### src/rtl/pctd_ram.sv
// Generic single-write, single-read RAM with registered read data.
module pctd_ram #(
    parameter int WIDTH = 8,
    parameter int DEPTH = 16
) (
    input  logic                     clk,
    input  logic                     we,
    input  logic [$clog2(DEPTH)-1:0] waddr,
    input  logic [WIDTH-1:0]         wdata,
    input  logic                     re,
    input  logic [$clog2(DEPTH)-1:0] raddr,
    output logic [WIDTH-1:0]         rdata
);

    logic [WIDTH-1:0] mem [DEPTH];
    logic [WIDTH-1:0] rdata_reg;

    always_ff @(posedge clk)
    begin
        if (we)
            mem[waddr] <= wdata;
        if (re)
            rdata_reg <= mem[raddr];
    end

    assign rdata = rdata_reg;

endmodule

### config.mk
export PLATFORM = sky130hd
export DESIGN_NAME = pctd_ram
export DESIGN_NICKNAME = d
export VERILOG_FILES = /design/src/rtl/pctd_ram.sv
export SDC_FILE = /design/constraint.sdc
export NUM_CORES = 1
export LEC_CHECK = 0
export BUFFER_PORTS_ARGS = -buffer_cell sky130_fd_sc_hd__buf_2
export CAP_MARGIN = 20
export CORE_ASPECT_RATIO = 1.5
export CORE_MARGIN = 2
export CORE_UTILIZATION = 54
export DETAILED_ROUTE_END_ITERATION = 8
export PLACE_DENSITY_LB_ADDON = 0.1
export SYNTH_ARGS = -nofsm -noshare
export SYNTH_HDL_FRONTEND = slang
export SYNTH_SLANG_ARGS = --single-unit
export TNS_END_PERCENT = 30
### constraint.sdc
create_clock -name clk -period 1.6 [get_ports clk]
set_clock_uncertainty 0.05 [all_clocks]
set_input_delay 0.08 -clock clk [delete_from_list [all_inputs] [get_ports clk]]
set_output_delay 0.08 -clock clk [all_outputs]
set_load 0.005 [all_outputs]
==> summary.md <==
| Metric | Value |
|---|---|
| Die W | `84.3 µm` |
| Synth-to-Final Area Change | `19.1%` |
| Data required, critical path | `1700 ps` |
| CTS sink count | `136` |
| Worst Hold Class | `primary input to flop` |
| Worst r2r path cells | `3` |
| Most common cell after layout, fill and taps aside | `edfxtp_1` |
| Max Cap Violations | `0` |
| H-tree depth | `4` |
| Initial antenna violation count | `0` |
| Core footprint | `0.00952 mm²` |
| Crit Reg-Reg Endpoint | `rdata[3]` |
| Count of cell types in the netlist | `18` |
| P per Cell Area | `1280 mW/mm²` |
| WL/cell | `22.3 µm` |
| DR vias/cell | `5.81` |
| CTS Root Cell | `clkbuf_16` |
| Tot GR Track Use | `0.195` |
| Syn nets | `248` |
| Number of DRC markers in iteration 0 | `221` |
| Final min period | `1520 ps` |
| Final wirelength | `9.37 mm` |
| Initial DRT Pass Iterations | `4` |
| Most frequent cells in the layout | `136 x edfxtp_1, 26 x buf_2, 22 x buf_4, 18 x mux4_2, 17 x clkbuf_16` |
| Layout cells sized above 1 | `0.321` |
| Final max-slew violation count | `0` |
| Initial Util | `0.549` |
| # rows | `44` |
| Combinational fraction of design power | `0.048` |
| CTS tree | `built` |
| Worst VDD drop | `0.991 mV` |
| Worst skew pair latency | `400 ps` |
| Total CTS buffers | `17` |
| Worst Path Arrival | `1620 ps` |
| Ant diodes | `0` |
| Die area | `0.0105 mm²` |
| Fin worst setup slack | `75.8 ps` |
| Clk pwr share | `0.447` |
| Worst R2R Start | `mem[1][3]` |
| First-pass GRT wire length | `14.6 mm` |
| Via count | `2,440` |
| Status | `complete, no violations` |
| Post-DP HPWL | `6.36 mm` |
| Hold EP | `mem[4][0]` |
| Seq/Total Area, Yosys | `0.781` |
| Setup crit end kind | `flop` |
| Pre-CTS setup slack | `-57.9 ps` |
| Number of global-route vias before repair | `2,577` |
| Total power | `7.98 mW` |
| Die Height | `125 µm` |
| Max reg flops | `128` |
| CP Class | `flop to flop` |
| Reg power frac | `0.505` |
| Gpl congestion | `0.750` |
| Worst Tran Pin Value | `358 ps` |
| Mapped Cells | `229` |
| DRC Markers | `0` |
| Number of I/O port buffers | `26` |
| Clock transition at path regs | `50 ps` |
| Congestion Overflow GR | `0` |
| Ys Warns | `0` |
| Largest net degree at the start of global routing | `22` |
| Fillcell total | `644` |
| Clk buf depth | `2` |
| Final #Nets | `311` |
| Worst reg-to-reg setup slack | `80 ps` |
| Switching part of the total | `0.192` |
| Post-CTS setup buffer count | `0` |
| Hold Path Depth | `1` |
| Final hold violation count | `0` |
| Sw Pwr | `1.54 mW` |
| Post-DRT Antenna Nets | `0` |
| Avg Inst Size Synth | `22.8 µm²` |
| Internal power | `6.45 mW` |
| Io pins | `27` |
| Critical Path Fanout Max | `1` |
| Setup violators final | `0` |
| Maximum clock frequency | `0.656 GHz` |
| Synth Cell Area | `0.00523 mm²` |
| Max-slew headroom | `0.761` |
| Hold path startpoint | `wdata[0]` |
| CP Launch Type | `flop` |
| FF+latch count, synth | `136` |
| LEAKAGE | `2.14 nW` |
| Final period util | `0.953` |
| RSZ-0062 raised after global routing | `false` |
[worst max-delay path, stage by stage, from the launching register on]
cell,delay [ps]
edfxtp_1,370
mux4_1,530
a22oi_1,250
nand2_1,80
[worst max-delay path by stage]
stage | startpoint | endpoint | slack, ps | cells past startpoint
4_1_cts | mem[1][0] | rdata[0] | 70 | 3
3_3_place_gp | raddr[0] | rdata[0] | -80 | 5
3_5_place_dp | raddr[0] | rdata[2] | -60 | 5
6_report | mem[1][3] | rdata[3] | 80 | 3
5_1_grt | mem[2][2] | rdata[2] | 20 | 3
2_1_floorplan | raddr[0] | rdata[1] | 190 | 5
[cells in the mapped netlist (all sizes together)]
master         count  area (µm²)
edfxtp           136        4080
mux4              32         773
a22oi             16         120
nor2              13        48.8
nand2              9        33.8
buf                7        56.3
nor3               4        20.0
clkdlybuf4s25      3        30.0
nand2b             2        12.5
nand3b             2        15.0
and2               1        6.26
and2b              1        7.51
nand3              1        5.00
nor2b              1        6.26
or3b               1        8.76
[power by group through the flow]
stage / registers [mW] / logic (mW) / clock network [mW]
6_report: 4.03 / 0.381 / 3.57
5_1_grt: 4.04 / 0.415 / 3.75
4_1_cts: 4.04 / 0.385 / 3.61
3_5_place_dp: 4.11 / 0.379 / 0
3_3_place_gp: 4.10 / 0.374 / 0
2_1_floorplan: 4.10 / 0.203 / 0
[stage by stage]
stage	instance area, µm²	hold WS (ps)	TNS (ps)	cells	util
finish	6230	11.3	0	420	0.654
global route	6230	14.3	0	420	0.654
CTS	6220	2.42	0	420	0.653
detailed placement	5650	404	-236	385	0.593
global placement	5650	400	-217	385	0.593
floorplan	5230	129	0	229	-
[timing repair]
item | CTS | global route
hold endpoints to repair | 33 | 0
endpoints found under the setup margin | 0 | 1
hold buffers | 3 | 0
gates resized for setup | 0 | 1
[kinds of logic after synthesis]
group	after synthesis	share of synthesized area
simple gates	35	0.0314
mux	32	0.148
flops	136	0.781
compound gates	16	0.0230
buf+inv	10	0.0165
[cell type report]
cell class	instances	area, µm²	area share
Clock inverter	12	109	0.0175
Timing Repair Buffer	54	385	0.0619
Sequential cell	136	4080	0.656
Tap cell	115	144	0.0231
Multi-Input combinational cell	83	1070	0.171
Clock buffer	20	437	0.0701
[per-layer routing]
metal  up-vias  global-route usage  wire [µm]
met5         -                   0          0
met4         0              0.0682        109
met3         7              0.0543        433
met2        73               0.318       4980
met1      1253               0.255       3850
li1       1107                   -          -
No activity file was read; power rests on OpenSTA's default activity.
