`src/rtl/pctd_pkg.sv`:
```
// Shared types, constants and UTF-8 byte helpers for the prefix code trie decoder.
package pctd_pkg;

    localparam int MAX_NODES_DEF    = 1024;
    localparam int MAX_CODE_LEN_DEF = 32;
    localparam int CP_W             = 21;
    localparam int CODE_W           = 32;
    localparam int LEN_W            = 6;

    typedef enum logic [1:0] {
        ST_BYTE   = 2'd0,
        ST_NOCODE = 2'd1,
        ST_FULL   = 2'd2
    } status_t;

    typedef enum logic [2:0] {
        S_IDLE,
        S_INS_EVAL,
        S_INS_ALLOC,
        S_BIT_EVAL,
        S_BIT_LEAF
    } state_t;

    typedef struct packed {
        logic              start;
        status_t           status;
        logic [CP_W-1:0]   cp;
    } emit_req_t;

    // Index of the final byte of the UTF-8 form of cp (0 to 3).
    function automatic logic [1:0] utf8_last_idx(input logic [CP_W-1:0] cp);
        logic [1:0] r;
        if (cp < CP_W'(21'h80))
            r = 2'd0;
        else if (cp < CP_W'(21'h800))
            r = 2'd1;
        else if (cp < CP_W'(21'h10000))
            r = 2'd2;
        else
            r = 2'd3;
        return r;
    endfunction

    // Byte number idx of the UTF-8 form of cp, whose final byte index is last.
    function automatic logic [7:0] utf8_byte_at(input logic [CP_W-1:0] cp,
                                                 input logic [1:0] last,
                                                 input logic [1:0] idx);
        logic [7:0] b;
        b = 8'h00;
        unique case (last)
            2'd0: b = {1'b0, cp[6:0]};
            2'd1:
            begin
                if (idx == 2'd0)
                    b = {3'b110, cp[10:6]};
                else
                    b = {2'b10, cp[5:0]};
            end
            2'd2:
            begin
                unique case (idx)
                    2'd0:    b = {4'b1110, cp[15:12]};
                    2'd1:    b = {2'b10, cp[11:6]};
                    default: b = {2'b10, cp[5:0]};
                endcase
            end
            default:
            begin
                unique case (idx)
                    2'd0:    b = {5'b11110, cp[20:18]};
                    2'd1:    b = {2'b10, cp[17:12]};
                    2'd2:    b = {2'b10, cp[11:6]};
                    default: b = {2'b10, cp[5:0]};
                endcase
            end
        endcase
        return b;
    endfunction

endpackage

```
`src/rtl/pctd_emit.sv`:
```
// Result stage: holds one status or codepoint and hands out its result transfers.
module pctd_emit (
    input  logic                clk,
    input  logic                rst_n,
    input  pctd_pkg::emit_req_t req,
    output logic                busy,
    output logic                out_valid,
    input  logic                out_ready,
    output logic [1:0]          result_status,
    output logic [7:0]          utf8_byte,
    output logic                last_of_run
);

    logic                      valid_reg, valid_next;
    logic [1:0]                idx_reg, idx_next;
    logic [1:0]                last_reg, last_next;
    logic [1:0]                status_reg, status_next;
    logic [pctd_pkg::CP_W-1:0] cp_reg, cp_next;

    always_comb
    begin
        valid_next  = valid_reg;
        idx_next    = idx_reg;
        last_next   = last_reg;
        status_next = status_reg;
        cp_next     = cp_reg;
        if (req.start)
        begin
            valid_next  = 1'b1;
            idx_next    = 2'd0;
            status_next = req.status;
            cp_next     = req.cp;
            last_next   = (req.status == pctd_pkg::ST_BYTE) ?
                          pctd_pkg::utf8_last_idx(req.cp) : 2'd0;
        end
        else if (valid_reg && out_ready)
        begin
            // advance to the next byte, drop valid after the last one
            if (idx_reg == last_reg)
                valid_next = 1'b0;
            else
                idx_next = idx_reg + 2'd1;
        end
    end

    always_ff @(posedge clk or negedge rst_n)
    begin
        if (!rst_n)
            valid_reg <= 1'b0;
        else
            valid_reg <= valid_next;
    end

    always_ff @(posedge clk)
    begin
        idx_reg    <= idx_next;
        last_reg   <= last_next;
        status_reg <= status_next;
        cp_reg     <= cp_next;
    end

    assign busy          = valid_reg;
    assign out_valid     = valid_reg;
    assign result_status = status_reg;
    assign last_of_run   = (idx_reg == last_reg);
    assign utf8_byte     = (status_reg == pctd_pkg::ST_BYTE) ?
                           pctd_pkg::utf8_byte_at(cp_reg, last_reg, idx_reg) : 8'h00;

endmodule

```
`config.mk`:
```
export PLATFORM = sky130hd
export DESIGN_NAME = pctd_emit
export DESIGN_NICKNAME = d
export VERILOG_FILES = /design/src/rtl/pctd_pkg.sv /design/src/rtl/pctd_emit.sv
export SDC_FILE = /design/constraint.sdc
export NUM_CORES = 1
export LEC_CHECK = 0
export ABC_CLOCK_PERIOD_IN_PS = 1760
export BUFFER_PORTS_ARGS = -buffer_cell sky130_fd_sc_hd__buf_2
export CORE_MARGIN = 3
export CORE_UTILIZATION = 47
export DETAILED_ROUTE_END_ITERATION = 16
export PLACE_DENSITY_LB_ADDON = 0.3
export SYNTH_ARGS = -nofsm -noshare
export SYNTH_HDL_FRONTEND = slang
export SYNTH_SLANG_ARGS = --single-unit
```
`constraint.sdc`:
```
create_clock -name clk -period 1.76 [get_ports clk]
set_input_delay 0.176 -clock clk [delete_from_list [all_inputs] [get_ports clk]]
set_output_delay 0.176 -clock clk [all_outputs]
set_load 0.01 [all_outputs]
```
==> flow_summary.toml <==
[status]
status = "complete, but fails checks"
violations = "negative setup slack"

[critical_path]
r2r_start = "last_reg[0]$_SDFFCE_PP0P_"
cp_cell_sequence = "clkinvlp_4 -> ha_4 -> buf_6 -> a222oi_1 -> nand2_1 -> o2111a_1 -> buf_2"
crit_path_start_kind = "flop"
crit_family = "compound AO/OA/AOI/OAI gates"
cp.required_ns = 1.58
crit_path_start = "idx_reg[0]$_SDFFE_PP0P_"
crit_path_max_incr_delay_ns = 0.40
crit_fanout = 5
r2r_cells = 5
path_depth = 7
cp_num_buf_inv = 3
end_kind = "output pin"
slowest_stage = "dfxtp_4"
critPathArrivalTime_ns = 1.98
crit_type = "reg -> out"

[detailed_routing]
wl_microns = 4040
top_layer_used = "met4"
wire_per_inst_microns = 17.2
antenna_left = 0
wl_met2_microns = 1990
vias = 1339
route.detailed.drc = 0
firstDrtPassIters = 4
vias_per_cell = 5.70
wl_met1_microns = 1710
drtIter0Drc = 57
dr_wl_met3_microns = 286

[grt]
overflow = 0
gr-usage-all-layers_pct = 19.9
antenna_found_initial = 0
grt_pass1_wl_microns = 6230
grt_max_degree = 29
grt_pass1_vias = 1296

[synth]
synth_area_sq_um = 1500
synthArstFlopShare_pct = 3.57
yosysTopAreaCell = "edfxtp_1"
synthAdderAreaFrac_pct = 4.18
synth_top_cells_by_count = "25 x edfxtp_1, 11 x nand2_1, 10 x nor2_1"
yosys.cell_count.top_type = "edfxtp_1"
synthMuxAreaShare_pct = 1.42
synth-edff-count = 25
synth_cells = 129
synthTopCellsByArea = "edfxtp_1 50%, ha_1 4.2%, nand2_1 2.8%, dfxtp_1 2.7%, nor2_1 2.5%"
synth-main-ff-cell = "edfxtp_1"
synthXorXnorAreaFrac_pct = 1.76
ys_ff_latch = 28
synth_top_family_by_area = "compound AO/OA/AOI/OAI gates"
seq_area_frac_synth_pct = 54.5
synth_cell_types = 49
post_synth_and_or_nand_nor_area_fraction_pct = 12.5
synth_compound_area_share_pct = 21.3
yosysWarnings = 0
avgSynthCellArea_sq_um = 11.6
yosysTopAreaCellShare_pct = 50.2
synth_fp_nets = 161

[layout]
area_growth_pct = 46.0
diodes = 0
fillers = 205
final_nets = 226
drive_gt1_share_pct = 51.8
largest_register_ffs = 21

[clock_network]
cts_buffer_depth = 2
cts_buffers = 3
cts_tree = "built"
clk_pin_slew_ns = 0.14
clk_latency_ns = 0.32
clock-sinks = 28
cts_max_level = 1
clock-root-buffer = "clkbuf_4"

[run]
maxCapViolations = 0

[sta]
timing_max_transition_violations_final = 0
finalWorstSetupSlack_ns = -0.398
post-route-period-util_pct = 123
fin_crit_ns = 2.16
fin_skew_ns = 0.00353
max_slew_margin_pct = 62.0
setup_viol = 7
fmax_mhz = 463
hold_viol_final = 0
worst_slew_pin_slew_ns = 0.571
rsz0062_at_grt = "true"
tns_ns = -2.21

[placement]
io_buffer_count = 39
globalplace.congestion = 0.912
hpwlAfterDp_microns = 2770

[min_path]
hold_class = "in -> reg"
min-delay-start = "req[6]"
hold_depth = 1

[floorplanning]
chipWidth_microns = 62.4
io_pins = 40
die_h_microns = 62.4
initial_core_util_pct = 51.6
rows = 19
core_sq_um = 2900
die_area_sq_um = 3900

[power]
pwr_density_cell_nw_per_um2 = 956
finalPower_mw = 2.09
leakage_nw = 0.876
peakVddDrop_mv = 0.666
kinds of logic after synthesis:
family | count (synthesis)
xor gates and xnor gates | 3
DFF | 28
and+or+nand+nor | 36
muxes | 2
AOI/OAI and AO/OA | 42
buffers and inverters | 13
adders and majority gates | 5
final timing paths:
path                                            to  slack [ns]
hold / removal                 cp_reg[6]$_DFFE_PP_        0.02
setup reg to reg           idx_reg[1]$_SDFFE_PP0P_        0.21
min in group asynchronous         busy$_DFFE_PN0P_        0.15
max in group asynchronous         busy$_DFFE_PN0P_        1.53
setup / recovery                      utf8_byte[1]       -0.40
hold reg to reg                   busy$_DFFE_PN0P_        0.54
metrics by stage:
stage               std cells  setup WS (ns)  area, sq um  hold WS (ns)  util, %
finish                    235         -0.398         2180        0.0250     75.3
floorplan                 129        0.00261         1510        -0.120        -
global placement          218        -0.0228         1840       -0.0498     63.5
detailed placement        218        -0.0706         1840       -0.0491     63.5
global route              235         -0.534         2180      -0.00636     75.3
CTS                       225         -0.330         2040       0.00421     70.4
placed cells by master, fill, tap and decap left out, types with 2 or more instances in the layout:
cell / instances
buf_2: 39
edfxtp_1: 25
buf_4: 19
nor2_1: 9
nand2_1: 8
dlygate4sd3_1: 7
a21oi_1: 5
ha_4: 5
o21ai_0: 4
nand2_2: 3
a221oi_2: 3
clkbuf_4: 3
inv_2: 2
a21oi_2: 2
nand2b_4: 2
a211oi_2: 2
a31oi_1: 2
a221o_1: 2
inv_1: 2
a222oi_1: 2
o21ai_1: 2
xor2_1: 2
buf_6: 2
repair_timing:
action | CTS | global route
hold buffers | 1 | 6
pin swaps | 8 | 6
endpoints found under the hold margin | 1 | 6
endpoints found under the setup margin | 7 | 8
gates resized for setup | 26 | 12
buffers inserted | 2 | 4
per-layer routing:
metal,up-vias,global-route usage [%]
li1,630,-
met1,643,25.9
met2,60,33.2
met3,6,3.42
met4,0,7.44
met5,-,0
report_power, final:
group / internal, mW / total (mW) / switching [mW]
Clock: 0.230 / 0.408 / 0.178
Combinational: 0.407 / 0.832 / 0.425
Sequential: 0.794 / 0.847 / 0.0537
Total: 1.43 / 2.09 / 0.656
layout make-up:
| class | instances | area (sq um) | area share, % |
|---|---|---|---|
| flip-flops and latches | 28 | 821 | 37.6 |
| multi-input cells | 88 | 786 | 36.0 |
| repair buffers | 68 | 450 | 20.6 |
| well taps | 42 | 52.6 | 2.41 |
| clock inverters | 1 | 30.0 | 1.37 |
| clock buffers | 3 | 22.5 | 1.03 |
| inverters | 5 | 22.5 | 1.03 |
Note: power is estimated with default switching activity, not from simulation.
