## config.mk

```make
export PLATFORM = sky130hd
export DESIGN_NAME = pctd_walk
export DESIGN_NICKNAME = d
export VERILOG_FILES = /design/src/rtl/pctd_pkg.sv /design/src/rtl/pctd_walk.sv
export SDC_FILE = /design/constraint.sdc
export NUM_CORES = 1
export LEC_CHECK = 0
export ABC_AREA = 0
export BUFFER_PORTS_ARGS = -buffer_cell sky130_fd_sc_hd__buf_2
export CORE_ASPECT_RATIO = 0.8
export CORE_UTILIZATION = 45
export DETAILED_ROUTE_END_ITERATION = 8
export PLACE_DENSITY = 0.74
export SLEW_MARGIN = 5
export SYNTH_ARGS = -nofsm -noshare
export SYNTH_HDL_FRONTEND = slang
export SYNTH_SLANG_ARGS = --single-unit
```

## constraint.sdc

```tcl
create_clock -name clk -period 3.62 [get_ports clk]
set_clock_uncertainty 0.15 [all_clocks]
set_input_delay 0.362 -clock clk [delete_from_list [all_inputs] [get_ports clk]]
set_output_delay 0.362 -clock clk [all_outputs]
set_load 0.03 [all_outputs]
```

## src/rtl/pctd_pkg.sv

```systemverilog
// Shared types, constants and UTF-8 byte helpers for the prefix code trie decoder.
package pctd_pkg;

    localparam int MAX_NODES_DEF    = 1024;
    localparam int MAX_CODE_LEN_DEF = 32;
    localparam int CP_W             = 21;
    localparam int CODE_W           = 32;
    localparam int LEN_W            = 6;

    typedef enum logic [1:0] {
        ST_BYTE   = 2'd0,
        ST_NOCODE = 2'd1,
        ST_FULL   = 2'd2
    } status_t;

    typedef enum logic [2:0] {
        S_IDLE,
        S_INS_EVAL,
        S_INS_ALLOC,
        S_BIT_EVAL,
        S_BIT_LEAF
    } state_t;

    typedef struct packed {
        logic              start;
        status_t           status;
        logic [CP_W-1:0]   cp;
    } emit_req_t;

    // Index of the final byte of the UTF-8 form of cp (0 to 3).
    function automatic logic [1:0] utf8_last_idx(input logic [CP_W-1:0] cp);
        logic [1:0] r;
        if (cp < CP_W'(21'h80))
            r = 2'd0;
        else if (cp < CP_W'(21'h800))
            r = 2'd1;
        else if (cp < CP_W'(21'h10000))
            r = 2'd2;
        else
            r = 2'd3;
        return r;
    endfunction

    // Byte number idx of the UTF-8 form of cp, whose final byte index is last.
    function automatic logic [7:0] utf8_byte_at(input logic [CP_W-1:0] cp,
                                                 input logic [1:0] last,
                                                 input logic [1:0] idx);
        logic [7:0] b;
        b = 8'h00;
        unique case (last)
            2'd0: b = {1'b0, cp[6:0]};
            2'd1:
            begin
                if (idx == 2'd0)
                    b = {3'b110, cp[10:6]};
                else
                    b = {2'b10, cp[5:0]};
            end
            2'd2:
            begin
                unique case (idx)
                    2'd0:    b = {4'b1110, cp[15:12]};
                    2'd1:    b = {2'b10, cp[11:6]};
                    default: b = {2'b10, cp[5:0]};
                endcase
            end
            default:
            begin
                unique case (idx)
                    2'd0:    b = {5'b11110, cp[20:18]};
                    2'd1:    b = {2'b10, cp[17:12]};
                    2'd2:    b = {2'b10, cp[11:6]};
                    default: b = {2'b10, cp[5:0]};
                endcase
            end
        endcase
        return b;
    endfunction

endpackage

```

## src/rtl/pctd_walk.sv

```systemverilog
// Trie sequencer: one shared node step unit drives inserts and bit steps.
module pctd_walk #(
    parameter int MAX_NODES    = pctd_pkg::MAX_NODES_DEF,
    parameter int MAX_CODE_LEN = pctd_pkg::MAX_CODE_LEN_DEF,
    localparam int AW = $clog2(MAX_NODES),
    localparam int EW = 2 * AW + 3 + pctd_pkg::CP_W
) (
    input  logic                          clk,
    input  logic                          rst_n,
    input  logic                          in_valid,
    output logic                          in_ready,
    input  logic                          kind,
    input  logic                          stream_bit,
    input  logic [pctd_pkg::CP_W-1:0]     symbol_value,
    input  logic [pctd_pkg::LEN_W-1:0]    code_length,
    input  logic [pctd_pkg::CODE_W-1:0]   code_bits,
    input  logic                          emit_busy,
    output pctd_pkg::emit_req_t           emit_req,
    output logic                          mem_we,
    output logic [AW-1:0]                 mem_waddr,
    output logic [EW-1:0]                 mem_wdata,
    output logic                          mem_re,
    output logic [AW-1:0]                 mem_raddr,
    input  logic [EW-1:0]                 mem_rdata
);

    localparam int IW     = $clog2(MAX_CODE_LEN + 1);
    localparam int NW     = $clog2(MAX_NODES + 1);
    localparam int C0_LSB = 0;
    localparam int OK0    = AW;
    localparam int C1_LSB = AW + 1;
    localparam int OK1    = 2 * AW + 1;
    localparam int LEAF   = 2 * AW + 2;
    localparam int CP_LSB = 2 * AW + 3;

    pctd_pkg::state_t            state_reg, state_next;
    logic [AW-1:0]               cur_reg, cur_next;
    logic [AW-1:0]               node_reg, node_next;
    logic [NW-1:0]               used_reg, used_next;
    logic                        root_valid_reg, root_valid_next;
    logic                        blank_reg, blank_next;
    logic [IW-1:0]               left_reg, left_next;
    logic [pctd_pkg::CODE_W-1:0] code_reg, code_next;
    logic [pctd_pkg::CP_W-1:0]   cp_reg, cp_next;
    logic                        bit_reg, bit_next;

    logic                        accept;
    logic [IW-1:0]               len_clamped;
    logic [6:0]                  pos;
    logic                        code_bit;
    logic                        step_bit;
    logic [EW-1:0]               entry;
    logic                        sel_ok;
    logic [AW-1:0]               sel_child;
    logic [AW-1:0]               fresh;
    logic                        full;
    logic [EW-1:0]               linked;
    logic [EW-1:0]               leafed;

    assign in_ready = (state_reg == pctd_pkg::S_IDLE) && !emit_busy;
    assign accept   = in_valid && in_ready;

    assign len_clamped = (7'(code_length) > 7'(MAX_CODE_LEN)) ?
                         IW'(MAX_CODE_LEN) : IW'(code_length);

    // Code bits are consumed MSB first; positions above the word read as zero.
    assign pos      = 7'(left_reg) - 7'd1;
    assign code_bit = (pos < 7'd32) ? code_reg[pos[4:0]] : 1'b0;

    // Shared node step unit: pick the child on the branch bit.
    assign step_bit  = (state_reg == pctd_pkg::S_INS_EVAL) ? code_bit : bit_reg;
    assign entry     = blank_reg ? '0 : mem_rdata;
    assign sel_ok    = step_bit ? entry[OK1] : entry[OK0];
    assign sel_child = step_bit ? entry[C1_LSB +: AW] : entry[C0_LSB +: AW];
    assign fresh     = used_reg[AW-1:0];
    assign full      = (used_reg == NW'(MAX_NODES));

    always_comb
    begin
        linked = entry;
        if (step_bit)
        begin
            linked[OK1]           = 1'b1;
            linked[C1_LSB +: AW]  = fresh;
        end
        else
        begin
            linked[OK0]           = 1'b1;
            linked[C0_LSB +: AW]  = fresh;
        end
        leafed                            = entry;
        leafed[LEAF]                      = 1'b1;
        leafed[CP_LSB +: pctd_pkg::CP_W]  = cp_reg;
    end

    always_comb
    begin
        state_next = state_reg;
        unique case (state_reg)
            pctd_pkg::S_IDLE:
            begin
                if (accept)
                begin
                    if (kind)
                        state_next = pctd_pkg::S_BIT_EVAL;
                    else if (len_clamped != '0)
                        state_next = pctd_pkg::S_INS_EVAL;
                end
            end
            pctd_pkg::S_INS_EVAL:
            begin
                if (left_reg == '0)
                    state_next = pctd_pkg::S_IDLE;
                else if (sel_ok)
                    state_next = pctd_pkg::S_INS_EVAL;
                else if (full)
                    state_next = pctd_pkg::S_IDLE;
                else
                    state_next = pctd_pkg::S_INS_ALLOC;
            end
            pctd_pkg::S_INS_ALLOC: state_next = pctd_pkg::S_INS_EVAL;
            pctd_pkg::S_BIT_EVAL:
                state_next = sel_ok ? pctd_pkg::S_BIT_LEAF : pctd_pkg::S_IDLE;
            pctd_pkg::S_BIT_LEAF:  state_next = pctd_pkg::S_IDLE;
            default:               state_next = pctd_pkg::S_IDLE;
        endcase
    end

    always_comb
    begin
        cur_next        = cur_reg;
        node_next       = node_reg;
        used_next       = used_reg;
        root_valid_next = root_valid_reg;
        blank_next      = blank_reg;
        left_next       = left_reg;
        code_next       = code_reg;
        cp_next         = cp_reg;
        bit_next        = bit_reg;
        mem_we          = 1'b0;
        mem_waddr       = node_reg;
        mem_wdata       = entry;
        mem_re          = 1'b0;
        mem_raddr       = node_reg;
        emit_req        = '0;
        unique case (state_reg)
            pctd_pkg::S_IDLE:
            begin
                if (accept)
                begin
                    cp_next   = symbol_value;
                    code_next = code_bits;
                    bit_next  = stream_bit;
                    left_next = len_clamped;
                    mem_re    = 1'b1;
                    if (kind)
                    begin
                        mem_raddr  = cur_reg;
                        node_next  = cur_reg;
                        blank_next = (cur_reg == '0) && !root_valid_reg;
                    end
                    else
                    begin
                        mem_raddr  = '0;
                        node_next  = '0;
                        blank_next = !root_valid_reg;
                    end
                end
            end
            pctd_pkg::S_INS_EVAL:
            begin
                if (left_reg == '0)
                begin
                    // end of code: mark the node a leaf with the new codepoint
                    mem_we    = 1'b1;
                    mem_wdata = leafed;
                end
                else if (sel_ok)
                begin
                    mem_re     = 1'b1;
                    mem_raddr  = sel_child;
                    node_next  = sel_child;
                    left_next  = left_reg - IW'(1);
                    blank_next = 1'b0;
                end
                else if (full)
                begin
                    emit_req.start  = 1'b1;
                    emit_req.status = pctd_pkg::ST_FULL;
                end
                else
                begin
                    // link the next free node under this one
                    mem_we    = 1'b1;
                    mem_wdata = linked;
                    if (node_reg == '0)
                        root_valid_next = 1'b1;
                end
            end
            pctd_pkg::S_INS_ALLOC:
            begin
                // clear the new node; it is known empty, so skip the read
                mem_we     = 1'b1;
                mem_waddr  = fresh;
                mem_wdata  = '0;
                node_next  = fresh;
                used_next  = used_reg + NW'(1);
                left_next  = left_reg - IW'(1);
                blank_next = 1'b1;
            end
            pctd_pkg::S_BIT_EVAL:
            begin
                if (sel_ok)
                begin
                    mem_re     = 1'b1;
                    mem_raddr  = sel_child;
                    node_next  = sel_child;
                    blank_next = 1'b0;
                end
                else
                begin
                    cur_next        = '0;
                    emit_req.start  = 1'b1;
                    emit_req.status = pctd_pkg::ST_NOCODE;
                end
            end
            pctd_pkg::S_BIT_LEAF:
            begin
                if (entry[LEAF])
                begin
                    cur_next        = '0;
                    emit_req.start  = 1'b1;
                    emit_req.status = pctd_pkg::ST_BYTE;
                    emit_req.cp     = entry[CP_LSB +: pctd_pkg::CP_W];
                end
                else
                begin
                    cur_next = node_reg;
                end
            end
            default:
            begin
                cur_next = cur_reg;
            end
        endcase
    end

    always_ff @(posedge clk or negedge rst_n)
    begin
        if (!rst_n)
        begin
            state_reg      <= pctd_pkg::S_IDLE;
            cur_reg        <= '0;
            used_reg       <= NW'(1);
            root_valid_reg <= 1'b0;
            blank_reg      <= 1'b0;
        end
        else
        begin
            state_reg      <= state_next;
            cur_reg        <= cur_next;
            used_reg       <= used_next;
            root_valid_reg <= root_valid_next;
            blank_reg      <= blank_next;
        end
    end

    always_ff @(posedge clk)
    begin
        node_reg <= node_next;
        left_reg <= left_next;
        code_reg <= code_next;
        cp_reg   <= cp_next;
        bit_reg  <= bit_next;
    end

endmodule

```

==> flow_summary.toml, run 1 <==
[place]
portBuffers = 199
finalWeightedCongestion = 0.932
post-dp-hpwl_mm = 14.7
place_ws_ps = -196
post-place-cells = 948

[detailed_routing]
vias_per_cell = 6.17
drt_wl_total_mm = 21.2
ant_nets = 0
m1WireLength_mm = 8.48
dr.first_iter.drc_count = 673
vias = 6120
highest_layer = "met4"
drcViolationCount = 0
firstDrtPassIters = 6
dr_wl_met2_mm = 10.0
wl_met3_mm = 2.18
avgRoutedWirePerCell_um = 21.4

[pwr]
clkPwrFrac_pct = 11.1
p_sw_share_pct = 46.9
power_density_nw_per_um2 = 1110
vdd_drop_max_uv = 561
seqPwrFrac_pct = 20.5
internal_power_mw = 4.96
p_sw_mw = 4.38
p_comb_share_pct = 68.4
p_leak_nw = 3.70

[critical_path]
cp.required_ps = 3110
arrival_ps = 3530
r2r_end = "left_reg[2]$_DFFE_PP_"
crit_end = "mem_raddr[8]"
critical_path_class = "reg2out"
cp_cell_sequence = "inv_2 > ha_4 > xor2_4 > mux4_2 > a221oi_4 > o32ai_2 > buf_4 > a21oi_2 > buf_6 > a32oi_1 > a21oi_2 > a211o_1 > buf_6"
path_max_fanout = 8
critical-path-max-stage-delay_ps = 570
endpoint_kind = "primary output"
regToRegStartpoint = "left_reg[0]$_DFFE_PP_"
worstSetupStartpointType = "flop"
worstSetupPathDepth = 13
startpoint = "left_reg[0]$_DFFE_PP_"
critical_path_buf_inv_count = 4
r2r_slack_ps = 40
cp_top_family = "compound AO/OA/AOI/OAI gates"
rr_worst_depth = 13
critPathSlowestCell = "mux4_2"

[layout]
fin_cells = 992
drive_above_1_share_pct = 45.9
multiInputGateArea_um2 = 3200
largest_reg_flops = 32
seqCellArea_um2 = 2750
fillerInstances = 938
antenna_cells = 0
nets = 928
syn2layout_area_growth_pct = 44.5

[synth]
postSynthCellCount = 579
ys_seq_elements = 96
syn-num-nets = 691
yosysWarnings = 0
synth_area_um2 = 5840
async_flop_share_pct = 27.1
avgSynthCellArea_um2 = 10.1
synth_cell_type_count = 63
synth_edf_count = 70
synth.yosys.seq_area_share_pct = 47.2
ys.flop_type = "edfxtp_1"

[timing]
final_max_slew_viol_count = 0
max_slew.worst_pin.slew_ps = 1360
slew_headroom_pct = 9.28
max_freq_mhz = 247
finalCritPeriodShare_pct = 112
worst_slack_ps = -425
finalSetupViolCount = 37
final_hold_viol_count = 0
rsz0062_at_grt = "yes"
fin_crit_ps = 4040

[global_route]
grt_pass1_wl_mm = 31.5
grt_use_total_pct = 31.1
grt_pass1_vias = 5878
grt-ovfl-total = 0
grt_max_degree = 36
grt_antenna_before_repair = 0

[clock_network]
htree_levels = 3
path_clk_slew_ps = 70
clk_path_buf_depth = 2
cts_tree = "done"
cts-root-buf = "clkbuf_16"
clock_sinks = 96
insertion_delay_ps = 350
cts_buffers = 9

[outcome]
violations = "negative setup slack"
run_status = "complete, but fails checks"

[flow_run]
cap_violations = 0

[die]
dieArea_um2 = 13400
die_y_um = 104
pin_count = 200
rows = 36
core_area_um2 = 12400
dieWidth_um = 129
initial_core_util_pct = 47.0

[min_path]
hold_path.class = "in2reg"
==> worst min path at each step <==
stage / from / endpoint / slack (ps) / cells after the start
final: code_bits[11] / code_reg[11]$_DFFE_PP_ / 30 / 1
after global routing: code_bits[11] / code_reg[11]$_DFFE_PP_ / 10 / 1
after global placement: rst_n / used_reg[1]$_DFFE_PN0P_ / 250 / 1
after floorplan: rst_n / blank_reg$_DFFE_PN0P_ / -80 / 0
after CTS: symbol_value[1] / cp_reg[1]$_DFFE_PP_ / 20 / 1
after detailed placement: rst_n / used_reg[1]$_DFFE_PN0P_ / 260 / 1
==> power groups by stage <==
stage               Sequential, mW  Combinational, mW  Clock [mW]
detailed placement            1.91               4.93           0
global route                  1.93               6.72        1.09
floorplan                     1.74               3.52           0
global placement              1.89               4.85           0
finish                        1.91               6.39        1.04
CTS                           1.89               5.71        1.06
==> through the flow <==
stage | hold slack [ps] | setup TNS (ps) | total power [mW] | cell area, um2 | util, %
after global placement | 248 | -646 | 6.74 | 7260 | 58.4
after CTS | 17.7 | -11310 | 8.66 | 8030 | 64.6
after floorplan | -83.6 | -57.4 | 5.26 | 5900 | -
final | 28.1 | -11270 | 9.34 | 8440 | 67.9
after detailed placement | 261 | -3670 | 6.83 | 7260 | 58.4
after global routing | 13.8 | -19740 | 9.74 | 8440 | 67.9
==> synthesized netlist by cell type, types with 9 or more instances <==
library cell | number | share of area (%)
a211o_1 | 9 | 1.3
a21oi_1 | 34 | 2.9
a22o_1 | 31 | 4.6
a22oi_1 | 10 | 1.3
and2_1 | 24 | 2.6
clkbuf_1 | 34 | 2.2
dfrtp_1 | 25 | 11
edfxtp_1 | 70 | 36
inv_1 | 16 | 1.0
mux2_2 | 11 | 2.1
nand2_1 | 58 | 3.7
nand3_1 | 25 | 2.1
nor2_1 | 45 | 2.9
nor4_1 | 11 | 1.2
o21ai_0 | 50 | 4.3
o32a_1 | 9 | 1.5
xnor2_1 | 11 | 1.6
==> cell type report <==
type / count / area share (%)
multi-input combinational: 425 / 37.9
sequential: 96 / 32.6
timing repair buffer: 268 / 22.4
clock buffer: 9 / 2.67
tap: 171 / 2.54
clock inverter: 7 / 1.11
inverter: 16 / 0.712
==> cells by family (layout without fill, tap and decap cells) <==
kind of cell | after synthesis | in the layout | synth area share [%]
AOI/OAI and AO/OA | 185 | 185 | 22.7
muxes | 22 | 22 | 5.76
buffers and inverters | 58 | 300 | 4.22
xor gates and xnor gates | 13 | 13 | 2.27
and+or+nand+nor | 202 | 202 | 17.3
adders and majority gates | 3 | 3 | 0.643
DFF | 96 | 96 | 47.2
==> placed cells by master, fill, tap and decap left out, types with 4 or more instances in the layout <==
cell and count:
buf_2 162, edfxtp_1 70, buf_4 52, nand2_1 48
buf_6 44, nor2_1 43, a22o_1 31, o21ai_0 28
dfrtp_1 25, a21oi_1 24, and2_1 23, nand3_1 23
o21ai_2 14, inv_1 13, clkbuf_16 12, mux2_2 11
xnor2_1 10, a22oi_1 10, nor4_1 9, a211o_1 9
o32a_1 9, nand2_2 8, a21oi_2 8, nand4_1 7
nand3b_1 7, o21ai_1 6, mux4_2 5, o211ai_1 5
o221a_2 5, nor3_1 4, nand2b_1 4, a32oi_1 4
buf_12 4
==> timing repair <==
item,CTS,global route
gates resized for setup,104,51
hold endpoints to repair,25,0
setup buffers,9,12
pin swaps,12,30
gates cloned,4,4
hold buffers,1,0
endpoints found under the setup margin,76,78
==> metal layers <==
layer	vias to the layer above	track usage (%)
met4	0	10.8
met3	62	8.02
met5	-	0
met2	401	48.5
li1	2677	-
met1	2980	41.7
Note: power is estimated with default switching activity, not from simulation.
==> inputs of run 2 (changes only) <==
==> constraint.sdc (replaced) <==
create_clock -name clk -period 3.62 [get_ports clk]
set_clock_uncertainty 0.15 [all_clocks]
set_input_delay 0.543 -clock clk [delete_from_list [all_inputs] [get_ports clk]]
set_output_delay 0.543 -clock clk [all_outputs]
set_load 0.03 [all_outputs]
==> run 2 against run 1 <==
Compared with the run above: the flow still finishes with violations (negative setup slack); critical path depth grew 1; cell count is the same; design area grew 1.1%; sequential cell count is the same; clock power is essentially flat; worst setup slack lost 160 ps; total power grew 1.4%; first-iteration DRC count grew 6.5%; via count shrank 1.8%; largest power group unchanged; highest routed layer unchanged.
==> flow_summary.toml, run 2 (same netlist as run 1, synthesis figures left out) <==
[outcome]
run_status = "complete, but fails checks"
violations = "negative setup slack"

[layout]
nets = 928
antenna_cells = 0
largest_reg_flops = 32
layout_common_cells = "163 x buf_2, 70 x edfxtp_1, 54 x nand2_1"
drive_above_1_share_pct = 47.0
final_common_cell = "buf_2"
fin_util_pct = 68.6
fin_cells = 992
multiInputGateArea_um2 = 3310
syn2layout_area_growth_pct = 46.0
final_area_um2 = 8530
seqCellArea_um2 = 2750
fillerInstances = 940

[critical_path]
cp.required_ps = 2930
critical_path_buf_inv_count = 5
r2r_slack_ps = 70
path_max_fanout = 5
critical_path_class = "reg2out"
arrival_ps = 3510
critical-path-max-stage-delay_ps = 490
regToRegStartpoint = "left_reg[0]$_DFFE_PP_"
rr_worst_depth = 14
cp_cell_sequence = "inv_2 > ha_4 > xor2_4 > buf_12 > mux4_2 > a221oi_2 > o32ai_2 > buf_4 > a21oi_4 > buf_6 > o221a_2 > a21oi_2 > a211o_4 > buf_6"
critPathSlowestCell = "mux4_2"
critPathMostFrequentCell = "buf_6"
r2r_end = "cur_reg[2]$_DFFE_PN0P_"
cp_top_family = "compound AO/OA/AOI/OAI gates"
endpoint_kind = "primary output"
worstSetupPathDepth = 14
worstSetupStartpointType = "flop"

[place]
placed_area_um2 = 7540
post-dp-hpwl_mm = 14.3
portBuffers = 199
finalWeightedCongestion = 0.932
post-place-cells = 957

[global_route]
grt_pass1_wl_mm = 30.2
grt-ovfl-total = 0
grt_pass1_vias = 5839
grt_antenna_before_repair = 0
grt_max_degree = 35
grt_use_total_pct = 29.2

[clock_network]
clock_sinks = 96
cts_buffers = 9
htree_levels = 3
cts_tree = "done"
ctsHoldBuffers = 0
insertion_delay_ps = 360
clk_path_buf_depth = 2
cts-root-buf = "clkbuf_16"
path_clk_slew_ps = 70

[timing]
rsz0062_at_grt = "yes"
slew_headroom_pct = 30.2
final_hold_viol_count = 0
final_max_slew_viol_count = 0
max_freq_mhz = 238
worst_slack_ps = -585
max_slew.worst_pin.slew_ps = 1050
finalSetupViolCount = 37
fin_crit_ps = 4200
finalCritPeriodShare_pct = 116
setup_tns_ps = -18750

[pwr]
p_leak_nw = 3.69
p_total_mw = 9.47
power_density_nw_per_um2 = 1110
vdd_drop_max_uv = 574

[die]
initial_core_util_pct = 47.0
rows = 36
pin_count = 200
dieArea_um2 = 13400
core_area_um2 = 12400
dieWidth_um = 129
die_y_um = 104

[detailed_routing]
ant_nets = 0
dr.first_iter.drc_count = 717
vias = 6007
avgRoutedWirePerCell_um = 20.3
drcViolationCount = 0
vias_per_cell = 6.06
drt_wl_total_mm = 20.2
firstDrtPassIters = 5

[min_path]
hold_path.class = "in2async"

[flow_run]
cap_violations = 0
-- run 2: changes by cell type in the layout (fill, tap and decap cells not counted), moves of 2 or more --
cell / change
a211o_1: -6
a211o_4: +6
nand2_1: +6
nand2_2: -5
o21ai_1: -5
o21ai_2: +4
a21oi_1: -2
o221a_2: -2
o221a_4: +2
-- run 2: metal layers --
layer / track usage [%] / up-vias / wire (um)
li1: - / 2687 / -
met3: 6.69 / 61 / 2250
met2: 47.5 / 429 / 9380
met1: 39.2 / 2830 / 8050
met4: 6.97 / 0 / 480
met5: 0 / - / 0
-- run 2: cell type report --
type / count / share of cell area (%)
Sequential cell: 96 / 32.3
Timing Repair Buffer: 267 / 21.9
Multi-Input combinational cell: 426 / 38.9
Clock inverter: 6 / 1.09
Tap cell: 171 / 2.51
Clock buffer: 10 / 2.69
Inverter: 16 / 0.704
-- run 2: repair_timing --
action | 4_1_cts | 5_1_grt
gates resized for setup | 98 | 27
pin swaps | 12 | 13
gates cloned | 2 | 4
setup buffers | 7 | 8
endpoints found under the hold margin | 0 | 0
endpoints found under the setup margin | 43 | 54
-- run 2: worst max-delay path by stage --
stage | start | end
after detailed placement | left_reg[1]$_DFFE_PP_ | mem_wdata[6]
final | left_reg[0]$_DFFE_PP_ | mem_raddr[8]
after floorplan | left_reg[0]$_DFFE_PP_ | mem_wdata[1]
after global routing | left_reg[0]$_DFFE_PP_ | mem_raddr[8]
after global placement | left_reg[1]$_DFFE_PP_ | mem_wdata[6]
after CTS | left_reg[0]$_DFFE_PP_ | mem_wdata[6]
-- run 2: where the power goes --
group	internal, mW	switching (mW)
logic	2.90	3.64
clock network	0.611	0.429
registers	1.55	0.345
total	5.06	4.41
-- run 2: worst register-to-register path, delay by kind of cell (launching register included) --
kind	cells	cell delay, ps
buffers and inverters	5	690
DFF	1	410
xor gates and xnor gates	1	210
muxes	2	870
adders and majority gates	1	160
AOI/OAI and AO/OA	5	990
-- run 2: metrics by stage --
step	worst slack (ps)	hold slack (ps)
6_report	-585	44.7
5_1_grt	-717	104
4_1_cts	-564	69.3
3_5_place_dp	-366	312
3_3_place_gp	-235	304
2_1_floorplan	-143	97.4
==> inputs of run 3 (changes only) <==
--- a/config.mk
+++ b/config.mk
@@ -10,7 +10,7 @@
 export CORE_ASPECT_RATIO = 0.8
 export CORE_UTILIZATION = 45
 export DETAILED_ROUTE_END_ITERATION = 8
-export PLACE_DENSITY = 0.74
+export PLACE_DENSITY = 0.71
 export SLEW_MARGIN = 5
 export SYNTH_ARGS = -nofsm -noshare
 export SYNTH_HDL_FRONTEND = slang
==> constraint.sdc (replaced) <==
create_clock -name clk -period 5 [get_ports clk]
set_clock_uncertainty 0.15 [all_clocks]
set_input_delay 0.75 -clock clk [delete_from_list [all_inputs] [get_ports clk]]
set_output_delay 0.75 -clock clk [all_outputs]
set_load 0.03 [all_outputs]
==> run 3 against run 2 <==
Compared with the run above: the run now ends clean; core utilization decreased by 9.2 points; combinational power is 47% lower; design area decreased by 13%; global-route usage up 0.57 points; via count shrank 4.9%; critical path depth is 1 lower; sequential cell count unchanged; largest cell class unchanged.
==> flow_summary.toml, run 3 (same netlist as run 1, synthesis figures left out) <==
[timing]
final_max_slew_viol_count = 0
finalSetupViolCount = 0
fin_crit_ps = 4820
finalCritPeriodShare_pct = 96.3
final_hold_viol_count = 0
rsz0062_at_grt = "no"
max_slew.worst_pin.slew_ps = 896
setup_tns_ps = 0
worst_slack_ps = 184
max_freq_mhz = 208
slew_headroom_pct = 40.2

[pwr]
seqPwrFrac_pct = 25.3
p_sw_mw = 2.81
vdd_drop_max_uv = 374
p_leak_nw = 3.27
p_total_mw = 5.57
p_comb_share_pct = 62.0
internal_power_mw = 2.77
power_density_nw_per_um2 = 754
p_sw_share_pct = 50.4
clkPwrFrac_pct = 12.7

[critical_path]
arrival_ps = 3920
rr_worst_depth = 10
endpoint_kind = "primary output"
cp.required_ps = 4100
worstSetupStartpointType = "flop"
path_max_fanout = 24
critical_path_class = "reg2out"

[detailed_routing]
ant_nets = 0
drcViolationCount = 0
vias = 5712
firstDrtPassIters = 5
dr.first_iter.drc_count = 773
drt_wl_total_mm = 19.6
vias_per_cell = 6.03
avgRoutedWirePerCell_um = 20.7

[place]
portBuffers = 199
finalWeightedCongestion = 0.893
placed_area_um2 = 7020
place_ws_ps = 314
post-dp-hpwl_mm = 14.4
post-place-cells = 927

[global_route]
grt_use_total_pct = 29.7
grt_antenna_before_repair = 0
grt_max_degree = 39
grt_pass1_wl_mm = 30.1
grt-ovfl-total = 0
grt_pass1_vias = 5467

[layout]
nets = 884
seqCellArea_um2 = 2750
final_common_cell = "buf_2"
fillerInstances = 1085
drive_above_1_share_pct = 35.0
multiInputGateArea_um2 = 2870
largest_reg_flops = 32
layout_common_cells = "198 x buf_2, 70 x edfxtp_1, 58 x nand2_1"
syn2layout_area_growth_pct = 26.4
antenna_cells = 0
fin_cells = 948
final_area_um2 = 7380

[clock_network]
ctsHoldBuffers = 0
clock_sinks = 96
cts_buffers = 9
htree_levels = 3
insertion_delay_ps = 360
cts_tree = "done"
clk_path_buf_depth = 2
path_clk_slew_ps = 70
cts-root-buf = "clkbuf_16"

[die]
dieArea_um2 = 13400
rows = 36
die_y_um = 104
core_area_um2 = 12400
pin_count = 200
initial_core_util_pct = 47.0
dieWidth_um = 129

[min_path]
hold_path.class = "in2async"

[flow_run]
cap_violations = 0

[outcome]
run_status = "finished clean"
[run 3: changes by cell type in the layout (fill, tap and decap cells not counted), sizes merged]
cell,delta
inv,+1
buf,-43
bufinv,-1
a21boi,-1
[run 3: repair_timing]
item | in CTS | in global routing
endpoints found under the setup margin | 13 | 30
gates resized for setup | 1 | 8
pin swaps | 0 | 1
setup buffers | 0 | 4
gates cloned | 0 | 1
[run 3: cell type report]
cell class,instances,area share (%)
well taps,171,2.90
inverters,16,0.813
repair buffers,224,16.1
multi-input cells,425,38.9
clock inverters,6,0.915
clock buffers,10,3.10
flip-flops and latches,96,37.3
[run 3: critical path: stages (launching register included)]
cell and delay [ps]:
edfxtp_1 470, inv_2 130, ha_4 190, xor2_4 320, mux4_1 630, a221oi_2 320
o32ai_2 160, and2_1 180, buf_4 220, nor4_4 350, buf_6 200, nand2_1 70
o21ai_0 90, buf_2 220
[run 3: per-layer routing]
layer | track usage (%) | part of all wire, %
met5 | 0 | 0
met4 | 8.74 | 2.1
met3 | 8.85 | 12
met2 | 43.5 | 43
met1 | 42.4 | 43
[run 3: worst paths after layout]
| kind | startpoint | to | slack, ps |
|---|---|---|---|
| setup / recovery | left_reg[0]$_DFFE_PP_ | mem_wdata[6] | 180 |
| hold / removal | rst_n | used_reg[10]$_DFFE_PN0P_ | 270 |
| setup reg to reg | left_reg[0]$_DFFE_PP_ | node_reg[4]$_DFFE_PN_ | 1160 |
| hold reg to reg | used_reg[10]$_DFFE_PN0P_ | used_reg[10]$_DFFE_PN0P_ | 320 |
| max in group asynchronous | rst_n | cur_reg[5]$_DFFE_PN0P_ | 4000 |
| min in group clk | used_reg[10]$_DFFE_PN0P_ | used_reg[10]$_DFFE_PN0P_ | 320 |
[run 3: power by group through the flow]
stage / registers, mW / clock network (mW) / logic (mW)
detailed placement: 1.41 / 0 / 3.31
global placement: 1.40 / 0 / 3.27
floorplan: 1.26 / 0 / 2.48
global route: 1.43 / 0.744 / 3.70
CTS: 1.39 / 0.717 / 3.32
finish: 1.41 / 0.706 / 3.46
[run 3: through the flow]
stage / hold slack (ps) / utilization, %
2_1_floorplan: 284 / -
3_3_place_gp: 306 / 56.5
3_5_place_dp: 305 / 56.5
4_1_cts: 281 / 58.9
5_1_grt: 300 / 59.4
6_report: 272 / 59.4
